[src/rtl/gbn_pkg.sv]
// Shared types and constants of the greedy box suppression block.
package gbn_pkg;

   localparam int unsigned CLASS_W = 8;
   localparam int unsigned SCORE_W = 16;
   localparam int unsigned EDGE_W  = 16;
   localparam int unsigned AREA_W  = 2 * EDGE_W;
   localparam int unsigned SC_W    = SCORE_W + CLASS_W;
   localparam int unsigned BOX_W   = 4 * EDGE_W;
   localparam int unsigned DATA_W  = SC_W + BOX_W;
   localparam int unsigned THR_W   = 16;
   localparam int unsigned QDEPTH  = 4;

   localparam logic CSR_THRESHOLD = 1'b0;
   localparam logic CSR_AGNOSTIC  = 1'b1;

   localparam logic [THR_W-1:0] THR_RESET = 16'd29491;

   typedef struct packed {
      logic [BOX_W-1:0]   box;   // {bottom, right, top, left}
      logic [SC_W-1:0]    sc;    // {score, class}
      logic [AREA_W-1:0]  area;
      logic               last;
   } entry_type;

   typedef struct packed {
      logic [THR_W-1:0] threshold;
      logic             agnostic;
   } cfg_type;

endpackage

[src/rtl/gbn_queue.sv]
// Short FIFO between the input stage and the suppression engine.
module gbn_queue
   import gbn_pkg::*;
(
   input  logic      clock,
   input  logic      reset,
   input  logic      in_valid,
   output logic      in_ready,
   input  entry_type in_data,
   output logic      out_valid,
   input  logic      out_ready,
   output entry_type out_data
);

   localparam int unsigned PW = $clog2(QDEPTH);

   entry_type       mem_ff [QDEPTH];
   logic [PW-1:0]   wp_ff, rp_ff;
   logic [PW:0]     cnt_ff;
   logic            push, pop;

   assign in_ready  = cnt_ff != (PW+1)'(QDEPTH);
   assign out_valid = cnt_ff != '0;
   assign out_data  = mem_ff[rp_ff];
   assign push = in_valid && in_ready;
   assign pop  = out_valid && out_ready;

   always_ff @(posedge clock) begin
      if (reset) begin
         wp_ff  <= '0;
         rp_ff  <= '0;
         cnt_ff <= '0;
      end else begin
         if (push) wp_ff <= wp_ff + 1'b1;
         if (pop)  rp_ff <= rp_ff + 1'b1;
         cnt_ff <= cnt_ff + (PW+1)'(push) - (PW+1)'(pop);
      end
      if (push) begin
         mem_ff[wp_ff] <= in_data;
      end
   end

endmodule

[config.mk]
export PLATFORM = sky130hd
export DESIGN_NAME = gbn_queue
export DESIGN_NICKNAME = d
export VERILOG_FILES = /design/src/rtl/gbn_pkg.sv /design/src/rtl/gbn_queue.sv
export SDC_FILE = /design/constraint.sdc
export NUM_CORES = 1
export LEC_CHECK = 0
export BUFFER_PORTS_ARGS = -buffer_cell sky130_fd_sc_hd__buf_2
export CELL_PAD_IN_SITES_DETAIL_PLACEMENT = 1
export CELL_PAD_IN_SITES_GLOBAL_PLACEMENT = 1
export CORE_MARGIN = 5
export CORE_UTILIZATION = 45
export DETAILED_ROUTE_END_ITERATION = 16
export GPL_TIMING_DRIVEN = 0
export PLACE_DENSITY_LB_ADDON = 0.1
export SLEW_MARGIN = 30
export SYNTH_ARGS = -nofsm -noshare
export SYNTH_HDL_FRONTEND = slang
export SYNTH_SLANG_ARGS = --single-unit
[constraint.sdc]
create_clock -name clock -period 5.4 [get_ports clock]
set_input_delay 0 -clock clock [delete_from_list [all_inputs] [get_ports clock]]
set_output_delay 0 -clock clock [all_outputs]
set_load 0.02 [all_outputs]
==> impl_metrics.toml <==
[floorplanning]
die_w_um = 210
num_rows = 73
die-area_um2 = 44100
die_h_um = 210
start_util = 0.455
placeableCoreArea_um2 = 39600
pin_count = 248

[finish]
syn_to_final_growth_pct = 28.1
final_nets = 1250
final_util = 0.582
final_cell_mix = "edfxtp_1 (484), buf_2 (255), dlygate4sd3_1 (124), mux4_2 (121), clkbuf_16 (53)"
final_common_cell = "edfxtp_1"
drive_gt1_frac = 0.412

[worst_setup_path]
worst-setup-path-type = "register to register"
reg2reg_slack_ns = 2.63
crit_required_ns = 5.89
critPathMaxFanout = 7
critPathArrivalTime_ns = 3.26
reg2reg_from = "cnt_ff[1]"
cp-start-kind = "register"
crit_start = "cnt_ff[1]"
end_kind = "register"

[min_path]
holdCritStartpoint = "in_data[77]"
hp-class = "input port to register"

[synthesis]
syn_avg_cell_area_um2 = 26.5
syn_area_um2 = 18000
postSynthCellCount = 681
synth_nets = 813
netlist_top_cells_area = "edfxtp_1 (81%), mux4_2 (15%), buf_12 (1.1%)"
ys_ff_latch = 493
synth_top_area_frac = 0.807
ys_warn_count = 0
synthDistinctLibCells = 26
yosysTopAreaCell = "edfxtp_1"
seq_area_frac_synth = 0.817

[sta]
hold_viol = 0
max-slew-margin-rel = 0.379
worst_pin_slew_ns = 0.931
finClkSkew_ns = 0.0181
setup_tns_ns = 0
fin_crit_ns = 2.77
setup_violations = 0
fmax_mhz = 361
rsz0062_at_grt = "no"
period_share = 0.512
slew_violations = 0

[placement]
dp_hpwl_um = 23700
gp_routability_congestion = 0.691
port_buffers = 246

[status]
status = "finished, final reports clean"

[clock_tree]
cts_resized = 0
root_buffer = "clkbuf_16"
post_cts_buffers = 0
clk_pin_slew_ns = 0.06
ctsLongestPathBuffers = 3
h-tree-depth = 2
tritoncts = "built"
insertion_delay_ns = 0.57
cts.sinks = 493
numCtsBuffers = 52

[routing]
final_antenna_net_count = 0
drc = 0
via_per_inst = 5.09
wl_um = 38500
dr.pass1.iters = 4
wire_per_inst_um = 22.8
via_count = 8583
drtIter0Drc = 446

[job]
cap_viol_max_count = 0

[power]
cellLeakagePower_nw = 7.86
power_density_nw_per_um2 = 484
peakVddDrop_v = 0.000293

[global_route]
antenna_found_initial = 3
grt_pass1_vias = 9648
grt_pass1_wl_um = 59200
grt_max_degree = 40
grtUsageTotal = 0.176
grt_overflow = 0
-- registers in the layout, summed over array words and instances, names as in the netlist, named ones only --
register / cells
mem_ff: 484
cnt_ff: 3
wp_ff: 2
rp_ff: 2
-- synthesized netlist by cell type --
library cell,n
a21boi_1,1
and2_1,5
buf_1,3
buf_12,10
buf_2,9
buf_4,3
buf_6,1
clkbuf_1,2
dfxtp_1,9
edfxtp_1,484
fa_1,1
ha_1,6
inv_1,5
mux2_2,1
mux2i_1,1
mux4_2,121
nand2_1,1
nand2b_1,2
nor2_1,8
nor2b_1,1
nor3_1,1
o311ai_0,1
o31a_1,1
or3_1,1
xnor2_1,1
xor2_1,2
-- layout make-up --
class | instances | area, um^2
Tap cell | 525 | 657
Clock buffer | 61 | 1360
Clock inverter | 35 | 284
Fill cell | 3420 | 16600
Antenna cell | 1 | 2.50
Sequential cell | 493 | 14700
Timing Repair Buffer | 383 | 2760
Buffer | 28 | 298
Inverter | 5 | 18.8
Multi-Input combinational cell | 155 | 3000
-- critical path, stage by stage (launching register included) --
cell and delay [ns]:
dfxtp_1 0.48, nor2_1 0.11, a21boi_1 0.58, inv_1 0.11, ha_1 0.31, inv_1 0.05
ha_1 0.13, inv_1 0.05, fa_1 0.41, xor2_1 0.17, and2_1 0.16, nor3_1 0.12
-- cell families after synthesis --
group                    synth area share
AO/OA/AOI/OAI                     0.00139
multiplexers                        0.152
XOR/XNOR                          0.00146
AND/OR/NAND/NOR                   0.00528
flip-flops                          0.817
buffers and inverters              0.0176
adder cells (fa/ha/maj)           0.00528
-- layer usage --
| metal | track usage | vias up | wire, um | part of all wire |
|---|---|---|---|---|
| met5 | 0 | - | 21 | 0.00055 |
| met4 | 0.0488 | 4 | 685 | 0.018 |
| met3 | 0.0387 | 51 | 1790 | 0.046 |
| met2 | 0.293 | 191 | 19500 | 0.51 |
| met1 | 0.239 | 4518 | 16400 | 0.43 |
| li1 | - | 3819 | - | - |
-- worst paths after layout --
check                        to  cells past startpoint
setup / recovery      cnt_ff[2]                     11
hold / removal    mem_ff[3][77]                      2
setup reg to reg      cnt_ff[2]                     11
hold reg to reg        wp_ff[1]                      2
-- power breakdown --
part	switching, mW	internal, mW
Clock	1.38	2.02
Sequential	0.104	4.68
Combinational	1.69	1.29
Total	3.18	7.99
-- stage by stage --
stage / worst slack, ns / cells / hold slack [ns] / instance area, um^2 / power, mW
global placement: -1.50 / 1452 / 0.215 / 19900 / 7.84
CTS: 2.59 / 1685 / 0.129 / 23100 / 11.4
finish: 2.63 / 1686 / 0.178 / 23100 / 11.2
detailed placement: 2.64 / 1465 / 0.216 / 20200 / 7.85
floorplan: 1.23 / 681 / 0.0989 / 18000 / 6.85
global route: 2.44 / 1686 / 0.159 / 23100 / 11.7
-- repair_timing --
action	CTS	global route
hold buffers	124	0
setup endpoints to repair	0	0
endpoints found under the hold margin	493	0
(Power assumes the default switching activity.)
